<file path="src/hdl/esg_pkg.sv">
`timescale 1ns / 1ps
// ----------------------------------------------------------------------------
// esg_pkg
// shared constants, types and the quarter-wave sine table of the sweep
// generator
// ----------------------------------------------------------------------------
package esg_pkg;

  localparam int SINE_TABLE_BITS = 10;
  localparam int QUARTER_BITS    = SINE_TABLE_BITS - 2;
  localparam int QUARTER         = 1 << QUARTER_BITS;

  localparam int LENGTH_BITS     = 20;
  localparam int IDX_BITS        = LENGTH_BITS + 2;

  localparam int SAMPLE_BITS     = 16;
  localparam int PHASE_BITS      = 32;
  localparam int INC_FRAC_BITS   = 16;
  localparam int INC_BITS        = PHASE_BITS + INC_FRAC_BITS;
  localparam int START_INC_BITS  = 31;
  localparam int GROWTH_BITS     = 32;
  localparam int GROWTH_FRAC_BITS = 30;
  localparam int INC_SPLIT       = 24;

  localparam int CFG_INDEX_BITS  = 3;
  localparam int CFG_DATA_BITS   = 32;

  localparam int QUEUE_PTR_BITS  = 2;
  localparam int QUEUE_DEPTH     = 1 << QUEUE_PTR_BITS;
  localparam int QUEUE_CNT_BITS  = QUEUE_PTR_BITS + 1;

  localparam logic [63:0] PI_Q30 = 64'd3373259426;
  localparam int TAYLOR_TERMS = 12;
  localparam logic [63:0] TAYLOR_DIV [TAYLOR_TERMS] = '{
    64'd6, 64'd20, 64'd42, 64'd72, 64'd110, 64'd156,
    64'd210, 64'd272, 64'd342, 64'd420, 64'd506, 64'd600
  };

  typedef enum logic [CFG_INDEX_BITS-1:0] {
    CFG_LEAD_PAD  = 3'd0,
    CFG_SWEEP     = 3'd1,
    CFG_PAD_END   = 3'd2,
    CFG_START_INC = 3'd3,
    CFG_GROWTH    = 3'd4
  } cfg_index_t;

  typedef struct packed {
    logic [LENGTH_BITS-1:0]    lead_pad;
    logic [LENGTH_BITS-1:0]    sweep;
    logic [LENGTH_BITS-1:0]    pad_end;
    logic [START_INC_BITS-1:0] start_inc;
    logic [GROWTH_BITS-1:0]    growth;
  } esg_cfg_t;

  // one classified request between front and back
  typedef struct packed {
    logic start;
    logic sweep;
    logic last;
  } esg_cmd_t;

  typedef logic [QUARTER-1:0][SAMPLE_BITS-1:0] sine_tab_t;

  // round(32767*sin(2*pi*r/N)) by truncated q30 taylor series
  function automatic logic [SAMPLE_BITS-1:0] quarter_sine(input logic [63:0] r);
    logic [63:0] x;
    logic [63:0] x2;
    logic [63:0] term;
    logic signed [63:0] sum;
    logic signed [63:0] v;
    x    = (PI_Q30 * r * 64'd2) >> SINE_TABLE_BITS;
    x2   = (x * x) >> 30;
    term = x;
    sum  = signed'(x);
    for (int n = 1; n <= TAYLOR_TERMS; n++) begin
      term = ((term * x2) >> 30) / TAYLOR_DIV[n-1];
      if ((n & 1) != 0) begin
        sum = sum - signed'(term);
      end else begin
        sum = sum + signed'(term);
      end
    end
    if (sum < 0) begin
      sum = 0;
    end
    if (sum > 64'sd1073741824) begin
      sum = 64'sd1073741824;
    end
    v = (sum * 64'sd32767 + 64'sd536870912) >>> 30;
    if (v > 64'sd32767) begin
      v = 64'sd32767;
    end
    return v[SAMPLE_BITS-1:0];
  endfunction

  function automatic sine_tab_t build_sine_tab();
    sine_tab_t t;
    for (int i = 0; i < QUARTER; i++) begin
      t[i] = quarter_sine(64'(i));
    end
    return t;
  endfunction

  localparam sine_tab_t SINE_TAB = build_sine_tab();
  localparam logic [SAMPLE_BITS-1:0] SINE_AT_QUARTER = quarter_sine(64'(QUARTER));

endpackage

</file>
<file path="src/hdl/esg_front.sv">
`timescale 1ns / 1ps
// ----------------------------------------------------------------------------
// esg_front
// accepts requests, tracks the sample index and classifies each request
// ----------------------------------------------------------------------------
module esg_front (
  input  logic              clk,
  input  logic              rst_n,
  input  esg_pkg::esg_cfg_t cfg,
  input  logic              push,
  input  logic              restart,
  output logic              full,
  output logic              cmd_push,
  output esg_pkg::esg_cmd_t cmd,
  input  logic              cmd_full
);
  import esg_pkg::*;

  logic [IDX_BITS-1:0] idx_r, idx_nxt;
  logic [IDX_BITS-1:0] pb, sweep_end, total, eff;
  logic                accept, zero_total;

  assign accept   = push && !cmd_full;
  assign full     = cmd_full;
  assign cmd_push = accept;

  always_comb begin
    pb         = IDX_BITS'(cfg.lead_pad);
    sweep_end  = pb + IDX_BITS'(cfg.sweep);
    total      = sweep_end + IDX_BITS'(cfg.pad_end);
    zero_total = (total == '0);
    cmd.start  = restart || (idx_r >= total);
    eff        = cmd.start ? '0 : idx_r;
    if (zero_total) begin
      cmd.sweep = 1'b0;
      cmd.last  = 1'b1;
    end else begin
      cmd.sweep = (eff >= pb) && (eff < sweep_end);
      cmd.last  = (eff == total - IDX_BITS'(1));
    end
    // the back reloads phase and increment on the last sample
    if (cmd.last) begin
      idx_nxt = '0;
    end else begin
      idx_nxt = eff + IDX_BITS'(1);
    end
  end

  always_ff @(posedge clk) begin
    if (!rst_n) begin
      idx_r <= '0;
    end else if (accept) begin
      idx_r <= idx_nxt;
    end
  end

endmodule

</file>
<file path="config.mk">
export PLATFORM = sky130hd
export DESIGN_NAME = esg_front
export DESIGN_NICKNAME = d
export VERILOG_FILES = /design/src/hdl/esg_pkg.sv /design/src/hdl/esg_front.sv
export SDC_FILE = /design/constraint.sdc
export NUM_CORES = 1
export LEC_CHECK = 0
export BUFFER_PORTS_ARGS = -buffer_cell sky130_fd_sc_hd__buf_4
export CAP_MARGIN = 10
export CORE_ASPECT_RATIO = 2
export CORE_UTILIZATION = 40
export DETAILED_ROUTE_END_ITERATION = 7
export GPL_TIMING_DRIVEN = 1
export HOLD_SLACK_MARGIN = 0.03
export PLACE_DENSITY = 0.61
export SYNTH_ARGS = -nofsm -noshare
export SYNTH_HDL_FRONTEND = slang
export SYNTH_SLANG_ARGS = --single-unit
export TNS_END_PERCENT = 5
</file>
<file path="constraint.sdc">
create_clock -name clk -period 25.5 [get_ports clk]
set_input_delay 3.825 -clock clk [delete_from_list [all_inputs] [get_ports clk]]
set_output_delay 3.825 -clock clk [all_outputs]
set_load 0.005 [all_outputs]
</file>
; Yosys cells after proc, flatten, opt, wreduce, memory -nomap -nowiden
; Index checks and enable logic that the tools add are counted.
[totals]
inputBits = 128
elab_cells = 17
out_inout_bits = 5
regBits = 22
[classes]
n_addsub = 4
n_lt_le_gt_ge = 3
eq_ne = 1
reduce_logical = 5
mux = 3
[op_table]
columns = cell, count
row1 = two-way mux 22 bit, 2
row2 = adder 21 x 20 -> 22 bit, 1
row3 = adder 22 x 1 -> 22 bit (second input constant), 1
row4 = equality test 22 bit, 1
row5 = greater-or-equal comparator 22 x 20 -> 1 bit, 1
row6 = greater-or-equal comparator 22 bit, 1
row7 = zero test 22 bit, 1
row8 = < comparator 22 x 21 -> 1 bit, 1
row9 = subtractor 22 x 1 -> 22 bit (second input constant), 1
row10 = adder 20 x 20 -> 21 bit, 1
row11 = logical AND 1 bit, 2
row12 = two-way mux 2 bit, 1
row13 = zero test 1 bit, 1
row14 = logical OR 1 bit, 1

; Longest topological paths before layout
; Gate-level depths: netlist (run 1).
[depth]
depth_word = 9
mapped_depth = 47
ltp_nobuf = 44

; Least setup slack after synthesis (run 1)
; Ideal clock, no wire load.
[synth_path]
path_type = input -> output
from = in cfg[84] (netlist bit)
to = out cmd[1] (netlist bit)
setup_slack_ps = 10130
path_buffers = 4
t_arrival_ps = 11545
stages = 47
required_time_ps = 21675
cell_sequence = ha_1 -> a21o_1 -> a21oi_1 -> o21bai_1 -> a21oi_1 -> o21bai_1 -> a21oi_1 -> o21bai_1 -> a21oi_1 -> o21ai_0 -> nand3_1 -> nand2_1 -> nor2_1 -> xnor2_1 -> ha_1 -> buf_2 -> or3_1 -> a21oi_1 -> (+11 left out) -> buf_2 -> clkbuf_1 -> clkbuf_1 -> and2_1 -> ha_1 -> a21o_1 -> a21o_1 -> a21o_1 -> a21o_1 -> a21o_1 -> a21oi_1 -> nor2b_1 -> o21ai_0 -> a21oi_1 -> o31ai_1 -> a21oi_1 -> o21ai_0 -> a21oi_1
[synth_lines]
columns = element, line_no
row1 = from (decl), esg_front.sv:9  ; input esg_pkg::esg_cfg_t cfg,
row2 = to (decl), esg_front.sv:14  ; output esg_pkg::esg_cmd_t cmd,

==> run_results.csv, run 1 <==
group,metric,value,unit
die,die_w,91.85,um
hold_path,hold-path-endpoint,"idx_r[4]",
drt,finalWirelength,21.41,mm
clock_tree,root_buffer,"clkbuf_16",
clock_tree,cts-htree-levels,1,
setup_path,path_class,"input port to output port",
final_layout,antenna_cells,0,
die,fp.dieH,181.7,um
placement,dp_hpwl,18.22,mm
hold_path,min_delay_path_depth,1,
global_routing,antenna_found_initial,0,
clock_tree,clockBufferDepth,2,
final_layout,areaGrowthSynthToFinish,11.35,%
drt,dr_total_vias,6626,
clock_tree,ctsResizeCount,0,
final_layout,largest-register,"idx_r",
die,fp.coreArea,0.01578,mm2
final_layout,drive_gt1_share,13.07,%
placement,portBuffers,69,
die,rows,65,
synth,synth_ff_type,"dfxtp_1",
final_layout,fin_nets,1148,
synth,syn_nets,1100,
drt,dr.pass1.iters,4,
global_routing,grt_remaining_overflow,0,
synth,yosysUniqueCellTypes,100,
power,p_leak,3.357,nW
clock_tree,cts_buffers,3,
synth,synth_seq_cells,22,
global_routing,grt_max_degree,29,
setup_path,cp_max_fo,10,
sta,period_minus_slack,16.56,ns
power,p_total,0.3680,mW
synth,syn_area,0.006457,mm2
final_layout,reg_top3,"idx_r: 22 flops",
hold_path,hold_path_class,"flop to flop",
synth,synthArstFlopShare,0,%
setup_path,r2r-end,"idx_r[0]",
setup_path,worstPathArrival,12.74,ns
setup_path,crit_path_frequent_cell,"a21oi_1",
clock_tree,cts_hold_buf,0,
synth,yosys_warnings,0,
power,vdd_drop_max,0.03254,mV
final_layout,layout.cells.non_filler,1119,
drt,wl_per_cell,19.14,um
die,initial_utilization,40.93,%
drt,drtIter0Drc,202,
power,internal_power,0.1728,mW
synth,synth_cells,871,
placement,dp_cells,1115,
drt,ant_nets,0,
sta,setup-tns-final,0,ns
setup_path,reg2reg_from,"idx_r[0]",
sta,worst_pin_slew,0.8523,ns
clock_tree,clk-insertion-delay-late,0.27,ns
power,clkPwrFrac,10.7,%
sta,period_share,64.94,%
drt,route.detailed.drc,0,
global_routing,grt_pass1_wl,33.16,mm
clock_tree,path_clk_slew,0.06,ns
die,die_area,0.01669,mm2
power,comb_power_share,79.8,%
synth,synth-edff-count,0,
synth,avgSynthCellArea,7.414,um2
setup_path,cp-end-kind,"output port",
clock_tree,cts_tree,"done",
flow_run,drv_cap,0,
drt,routed_via_density,5.921,
sta,holdWs,0.5403,ns
setup_path,start_kind,"input port",
setup_path,r2r_cells,17,
clock_tree,cts.sinks,22,
hold_path,min-delay-start,"idx_r[4]",
sta,slew_headroom,42.69,%
setup_path,crit_slowest_cell,"ha_1",
placement,gp_congestion,0.9210,
sta,hold_violations,0,
global_routing,grt_pass1_vias,6557,
synth,synth_seq_area_share,6.820,%
sta,slew_viol_final,0,
sta,fmax,60.39,MHz
global_routing,track_usage,25.49,%
sta,worst_clock_skew,0.001027,ns
sta,setup_viol,0,
setup_path,critical_path_required,21.67,ns
final_layout,largest_reg_flops,22,
final_layout,final_util,45.57,%
sta,rsz0062_at_grt,"false",
status,status,"completed",
power,p_switching,0.1952,mW
clock_tree,postCtsSetupRepairBufs,0,
power,power_density,51.18,mW/mm2
power,power_frac_seq,9.5,%
die,num_io_pins,133,
setup_path,r2r_slack,20.24,ns
setup_path,slowest_delay,0.42,ns
power,swShare,53.06,%
## through the flow
stage,cell area [um2],worst slack [ns]
2_1_floorplan,6457,10.13
3_3_place_gp,7102,8.954
3_5_place_dp,7102,8.936
4_1_cts,7191,8.906
5_1_grt,7191,7.935
6_report,7191,8.940
## cell usage in the layout (no fill, tap or decap), types with 5 or more instances in the layout
| cell type | n |
|---|---|
| a21o_1 | 23 |
| xnor2_2 | 6 |
| o31ai_1 | 8 |
| xor2_1 | 24 |
| nor4_1 | 8 |
| nand2b_1 | 15 |
| nand4_1 | 12 |
| and2_1 | 25 |
| o21ai_1 | 7 |
| and3_1 | 20 |
| a22oi_1 | 5 |
| or2_2 | 5 |
| nor3_1 | 33 |
| nor2_1 | 61 |
| nand3_1 | 24 |
| nor2b_1 | 16 |
| a211oi_1 | 5 |
| ha_1 | 99 |
| xnor2_1 | 30 |
| o21bai_1 | 6 |
| a21oi_1 | 66 |
| o211ai_1 | 12 |
| or3_1 | 7 |
| inv_1 | 71 |
| o21ai_0 | 37 |
| o21a_1 | 12 |
| dfxtp_1 | 22 |
| buf_4 | 73 |
| a31oi_1 | 6 |
| nand2_1 | 62 |
| a32o_1 | 6 |
## how the worst max path moves through the flow
stage	start	endpoint	slack, ns	cells after the start
floorplan	cfg[84]	cmd[1]	10.13	47
global placement	cfg[84]	cmd[1]	8.95	46
detailed placement	cfg[84]	cmd[1]	8.94	46
CTS	cfg[84]	cmd[1]	8.91	46
global route	cfg[84]	cmd[1]	7.93	46
finish	cfg[84]	cmd[1]	8.94	46
## power groups by stage
stage	sequential, mW	combinational [mW]	clock (mW)
global placement	0.0356	0.288	0
CTS	0.0348	0.291	0.0398
detailed placement	0.0356	0.290	0
global route	0.0348	0.320	0.0409
floorplan	0.0354	0.222	0
finish	0.0348	0.294	0.0395
## synthesized netlist by cell type, types with 4 or more instances
cell type  count  area [um2]
nor2_1        61       229.0
nand4_1       12       75.07
o21a_1        12       90.09
a21o_1        23       172.7
o211ai_1      12       90.09
xor2_1        24       210.2
buf_6          4       45.04
a2111oi_0      4       35.03
nor3_1        33       165.2
nand2b_1      15       93.84
xnor2_2        6       97.59
o31ai_1        8       60.06
inv_1         71       266.5
clkbuf_1      17       63.81
or3_1          7       43.79
o21ai_0       37       185.2
ha_1          99        1239
a21oi_1       66       330.3
o21bai_1       6       45.04
a31oi_1        6       37.54
and3_1        20       125.1
and2_1        25       156.4
o2bb2ai_1      4       35.03
nand4b_1       4       35.03
dfxtp_1       22       440.4
nand3_1       24       120.1
nor2b_1       16       100.1
or2_2          5       31.28
a32o_1         6       60.06
nand2_1       62       232.7
buf_2          7       35.03
mux2i_1        4       40.04
a22oi_1        5       37.54
o21ai_1        7       35.03
xnor2_1       30       262.8
a211oi_1       5       37.54
nor4_1         8       50.05
## routing by layer
layer	global-route usage [%]	share of wire, %
met1	22.96	35
met4	19.50	7.8
met5	0	0
met3	2.094	2.6
met2	50.45	55
## worst max-delay path: cells and delay by family
family | cells | cell delay (ns)
buffers and inverters | 2 | 0.26
xor gates and xnor gates | 1 | 0.20
AOI/OAI and AO/OA | 29 | 5.79
adders and majority gates | 4 | 1.24
and+or+nand+nor | 10 | 1.41
## logic make-up after synthesis
group                      after synthesis  share of synthesized area (%)
and+or+nand+nor                        317                          26.22
AOI/OAI and AO/OA                      262                          29.90
adders and majority gates              102                          19.96
buffers and inverters                  101                          6.530
xor gates and xnor gates                63                          9.959
DFF                                     22                          6.820
muxes                                    4                         0.6201
## cell type report
class | instances | area [um2]
Multi-Input combinational cell | 748 | 5595
Timing Repair Buffer | 73 | 548.0
Fill cell | 1697 | 8587
Clock buffer | 4 | 88.84
Inverter | 71 | 266.5
Sequential cell | 22 | 440.4
Tap cell | 201 | 251.5
Power figures use the tool's default switching activity.
==> inputs of run 2 (changes only) <==
Settings changed: PLACE_DENSITY 0.61 to 0.64.
Clock period 25.5 ns to 15.2 ns, I/O delays scaled along.
==> run 2 against run 1 <==
Net effect:
- flip-flop and latch count did not move
- sequential power up 68%
- highest routed layer unchanged
- via count rose by 1.3%
- register-to-register slack got worse by 10 ns
- worst hold slack better by 0.0060 ns
- non-clock buffer count unchanged
- global-route usage up 0.35 points
- clock power is 68% higher
- setup slack lost 7.4 ns
==> run_results.csv, run 2 (same netlist as run 1, synthesis figures left out) <==
group,metric,value,unit
placement,dp_hpwl,18.33,mm
setup_path,crit_path_frequent_cell,"a21oi_1",
drt,dr.pass1.iters,4,
drt,ant_nets,0,
power,swShare,53.15,%
global_routing,grt_max_degree,27,
final_layout,drive_gt1_share,13.07,%
sta,worst_clock_skew,0.001109,ns
sta,setup-tns-final,0,ns
clock_tree,cts_buffers,3,
sta,rsz0062_at_grt,"false",
placement,dp_cells,1115,
clock_tree,path_clk_slew,0.06,ns
setup_path,r2r_slack,9.91,ns
power,p_total,0.6181,mW
setup_path,cp_max_fo,12,
placement,gp_congestion,0.9153,
setup_path,r2r_cells,17,
global_routing,grt_pass1_vias,6671,
clock_tree,clk-insertion-delay-late,0.27,ns
sta,period_share,89.60,%
clock_tree,cts-htree-levels,1,
final_layout,largest-register,"idx_r",
final_layout,final_common_cell,"ha_1",
power,power_density,85.96,mW/mm2
setup_path,path_class,"input port to output port",
power,power_frac_seq,9.5,%
sta,setup_viol,0,
placement,portBuffers,69,
final_layout,layout.cells.non_filler,1119,
final_layout,fin_area,0.007191,mm2
sta,holdWs,0.5462,ns
setup_path,cp-end-kind,"output port",
drt,dr_total_vias,6715,
setup_path,crit_path_end,"cmd[1]",
setup_path,crit_slowest_cell,"ha_1",
final_layout,antenna_cells,0,
setup_path,slowest_delay,0.43,ns
clock_tree,postCtsSetupRepairBufs,0,
final_layout,final_util,45.57,%
hold_path,hold_path_class,"flop to flop",
clock_tree,clockBufferDepth,2,
final_layout,fill_cells,1677,
die,rows,65,
drt,route.detailed.drc,0,
die,initial_utilization,40.93,%
placement,dpl_cell_area,0.007102,mm2
clock_tree,root_buffer,"clkbuf_16",
final_layout,final-seq-area,440.4,um2
global_routing,track_usage,25.84,%
power,vdd_drop_max,0.05933,mV
clock_tree,cts_hold_buf,0,
sta,slew_viol_final,0,
die,fp.coreArea,0.01578,mm2
die,fp.dieH,181.7,um
power,internal_power,0.2896,mW
sta,slew_headroom,41.29,%
placement,dp_slack,1.598,ns
setup_path,r2r-end,"idx_r[0]",
clock_tree,ctsResizeCount,0,
global_routing,grt_pass1_wl,33.53,mm
drt,drtIter0Drc,280,
drt,wl_per_cell,19.50,um
power,p_leak,3.357,nW
clock_tree,cts.sinks,22,
sta,hold_violations,0,
power,p_switching,0.3286,mW
final_layout,fin_nets,1148,
setup_path,cp-startpoint,"cfg[84]",
status,status,"completed",
clock_tree,cts_tree,"done",
setup_path,worstPathArrival,11.34,ns
final_layout,reg_top3,"idx_r: 22 flops",
die,die_area,0.01669,mm2
sta,fmax,73.42,MHz
setup_path,critical_path_required,12.92,ns
flow_run,drv_cap,0,
final_layout,final_cell_mix,"ha_1, buf_4, inv_1",
global_routing,antenna_found_initial,0,
global_routing,grt_remaining_overflow,0,
setup_path,reg2reg_from,"idx_r[0]",
sta,setup_slack,1.581,ns
setup_path,start_kind,"input port",
sta,period_minus_slack,13.62,ns
final_layout,multi_input_area,0.005595,mm2
drt,routed_via_density,6.001,
sta,worst_pin_slew,0.8697,ns
die,num_io_pins,133,
final_layout,largest_reg_flops,22,
power,clkPwrFrac,10.7,%
final_layout,areaGrowthSynthToFinish,11.35,%
drt,finalWirelength,21.82,mm
die,die_w,91.85,um
power,comb_power_share,79.8,%
==> run 2: layout make-up <==
| type | instances | area share (%) |
|---|---|---|
| clock buffer | 4 | 1.235 |
| multi-input combinational | 748 | 77.81 |
| timing repair buffer | 73 | 7.621 |
| inverter | 71 | 3.706 |
| tap | 201 | 3.497 |
| sequential | 22 | 6.125 |
==> run 2: how the worst min path moves through the flow <==
stage                   from  endpoint  cells after the start
global route        idx_r[4]  idx_r[4]                      1
detailed placement  idx_r[4]  idx_r[4]                      1
CTS                 idx_r[4]  idx_r[4]                      1
global placement    idx_r[4]  idx_r[4]                      1
finish              idx_r[4]  idx_r[4]                      1
floorplan           idx_r[4]  idx_r[4]                      1
==> run 2: power by group through the flow <==
stage	combinational, mW	sequential, mW	clock, mW
6_report	0.494	0.0584	0.0662
3_3_place_gp	0.481	0.0597	0
2_1_floorplan	0.372	0.0594	0
3_5_place_dp	0.486	0.0597	0
5_1_grt	0.537	0.0584	0.0687
4_1_cts	0.489	0.0584	0.0666
==> run 2: layer usage <==
| layer | share of wire (%) | vias up | wire [um] | GRT usage [%] |
|---|---|---|---|---|
| li1 | - | 3304 | - | - |
| met5 | 0 | - | 0 | 0 |
| met2 | 55 | 186 | 12040 | 50.51 |
| met3 | 3.1 | 71 | 677 | 1.759 |
| met1 | 34 | 3154 | 7486 | 23.99 |
| met4 | 7.4 | 0 | 1622 | 19.88 |
==> run 2: worst max-delay path: cells and delay by family <==
family,cells,cell delay (ns)
adders and majority gates,4,1.28
buffers and inverters,2,0.26
and+or+nand+nor,10,1.43
AOI/OAI and AO/OA,29,5.83
xor gates and xnor gates,1,0.22
==> inputs of run 3 (changes only) <==
Settings changed: PLACE_DENSITY 0.64 to default, PLACE_DENSITY_LB_ADDON from default to 0.12.
==> run 3 against run 2 <==
Net effect:
- total power down 0.68%
- worst hold slack worse by 0.0011 ns
- count of clock-buffer cells in the layout down 1
- clock power down 13%
- critical path depth unchanged
==> run_results.csv, run 3 (same netlist as run 1, synthesis figures left out) <==
group,metric,value,unit
status,status,"completed",
placement,dpl_cell_area,0.007087,mm2
placement,dp_hpwl,18.66,mm
final_layout,multi_input_area,0.005595,mm2
die,fp.coreArea,0.01578,mm2
power,vdd_drop_max,0.05673,mV
global_routing,busiest_layer,"met2",
global_routing,grt_pass1_wl,34.16,mm
die,die_w,91.85,um
drt,finalWirelength,21.78,mm
power,power_frac_seq,9.6,%
final_layout,areaGrowthSynthToFinish,10.91,%
clock_tree,clockBufferDepth,2,
setup_path,crit_slowest_cell,"ha_1",
drt,dr_total_vias,6635,
sta,setup_viol,0,
setup_path,path_class,"input port to output port",
global_routing,grt_remaining_overflow,0,
final_layout,final-seq-area,440.4,um2
drt,dr.pass1.iters,4,
sta,period_share,88.66,%
sta,period_minus_slack,13.48,ns
drt,wl_per_cell,19.51,um
global_routing,grtUsageMet2,51.31,%
sta,rsz0062_at_grt,"false",
sta,hold_violations,0,
placement,dp_cells,1113,
placement,dp_slack,1.659,ns
global_routing,met3_usage,1.591,%
die,die_area,0.01669,mm2
die,initial_utilization,40.93,%
sta,setup_slack,1.724,ns
clock_tree,ctsResizeCount,0,
sta,worst_clock_skew,0.001716,ns
power,power_density,85.72,mW/mm2
die,rows,65,
setup_path,cp-end-kind,"output port",
drt,ant_nets,0,
clock_tree,path_clk_slew,0.06,ns
final_layout,fin_area,0.007162,mm2
setup_path,reg2reg_from,"idx_r[0]",
global_routing,use_met1,24.98,%
sta,holdWs,0.5452,ns
hold_path,hold-path-endpoint,"idx_r[4]",
global_routing,grt_pass1_vias,6740,
clock_tree,root_buffer,"clkbuf_16",
global_routing,grt_max_degree,26,
clock_tree,postCtsSetupRepairBufs,0,
hold_path,min_delay_path_depth,1,
power,comb_power_share,81.0,%
setup_path,r2r_cells,17,
final_layout,layout.cells.non_filler,1116,
die,fp.dieH,181.7,um
hold_path,hold_path_class,"flop to flop",
power,swShare,53.69,%
setup_path,r2r-end,"idx_r[0]",
die,num_io_pins,133,
drt,route.detailed.drc,0,
placement,portBuffers,69,
final_layout,largest_reg_flops,22,
sta,worst_pin_slew,0.8771,ns
final_layout,antenna_cells,0,
global_routing,track_usage,26.11,%
sta,fmax,74.21,MHz
power,clkPwrFrac,9.4,%
final_layout,largest-register,"idx_r",
power,p_switching,0.3296,mW
final_layout,fin_nets,1146,
final_layout,drive_gt1_share,12.79,%
sta,slew_viol_final,0,
clock_tree,cts_hold_buf,0,
final_layout,final_cell_mix,"ha_1, inv_1, buf_4",
drt,drtIter0Drc,265,
power,p_leak,3.339,nW
final_layout,final_util,45.39,%
global_routing,antenna_found_initial,0,
clock_tree,cts-htree-levels,1,
clock_tree,cts_buffers,3,
setup_path,r2r_slack,10.00,ns
setup_path,cp_max_fo,13,
final_layout,fill_cells,1698,
clock_tree,clk-insertion-delay-late,0.26,ns
power,internal_power,0.2843,mW
clock_tree,cts.sinks,22,
flow_run,drv_cap,0,
setup_path,slowest_delay,0.44,ns
placement,gp_congestion,0.9102,
setup_path,crit_path_frequent_cell,"a21oi_1",
drt,routed_via_density,5.945,
clock_tree,cts_tree,"done",
sta,slew_headroom,41.03,%
final_layout,final_common_cell,"ha_1",
setup_path,critical_path_required,12.92,ns
hold_path,min-delay-start,"idx_r[4]",
final_layout,reg_top3,"idx_r: 22 flops",
setup_path,worstPathArrival,11.20,ns
sta,setup-tns-final,0,ns
setup_path,start_kind,"input port",
power,p_total,0.6139,mW
run 3: routing by layer:
| metal | wire [um] | share of wire, % |
|---|---|---|
| met5 | 0 | 0 |
| met4 | 1620 | 7.4 |
| met3 | 492 | 2.3 |
| met2 | 11910 | 55 |
| met1 | 7756 | 36 |
run 3: power by group through the flow:
stage / sequential [mW] / clock [mW] / combinational, mW
global placement: 0.0599 / 0 / 0.491
CTS: 0.0586 / 0.0591 / 0.495
global route: 0.0587 / 0.0605 / 0.544
finish: 0.0587 / 0.0579 / 0.497
floorplan: 0.0594 / 0 / 0.372
detailed placement: 0.0600 / 0 / 0.492
run 3: area by class of cell:
| cell class | count | area share (%) |
|---|---|---|
| multi-input combinational | 748 | 78.13 |
| timing repair buffer | 71 | 7.442 |
| sequential | 22 | 6.150 |
| inverter | 71 | 3.721 |
| tap | 201 | 3.512 |
| clock buffer | 3 | 1.048 |
run 3: how the worst max path moves through the flow:
stage | from | end | slack (ns) | cells after the start
6_report | cfg[84] | cmd[1] | 1.72 | 46
5_1_grt | cfg[84] | cmd[1] | 0.91 | 46
4_1_cts | cfg[84] | cmd[1] | 1.64 | 46
3_5_place_dp | cfg[84] | cmd[1] | 1.66 | 46
3_3_place_gp | cfg[84] | cmd[1] | 1.76 | 45
2_1_floorplan | cfg[84] | cmd[1] | 2.92 | 47
run 3: worst max-delay path, delay by kind of cell:
| kind | cells | cell delay (ns) |
|---|---|---|
| compound gates | 29 | 5.71 |
| simple gates | 10 | 1.44 |
| fa+ha+maj | 4 | 1.26 |
| buf+inv | 2 | 0.25 |
| xor+xnor | 1 | 0.23 |
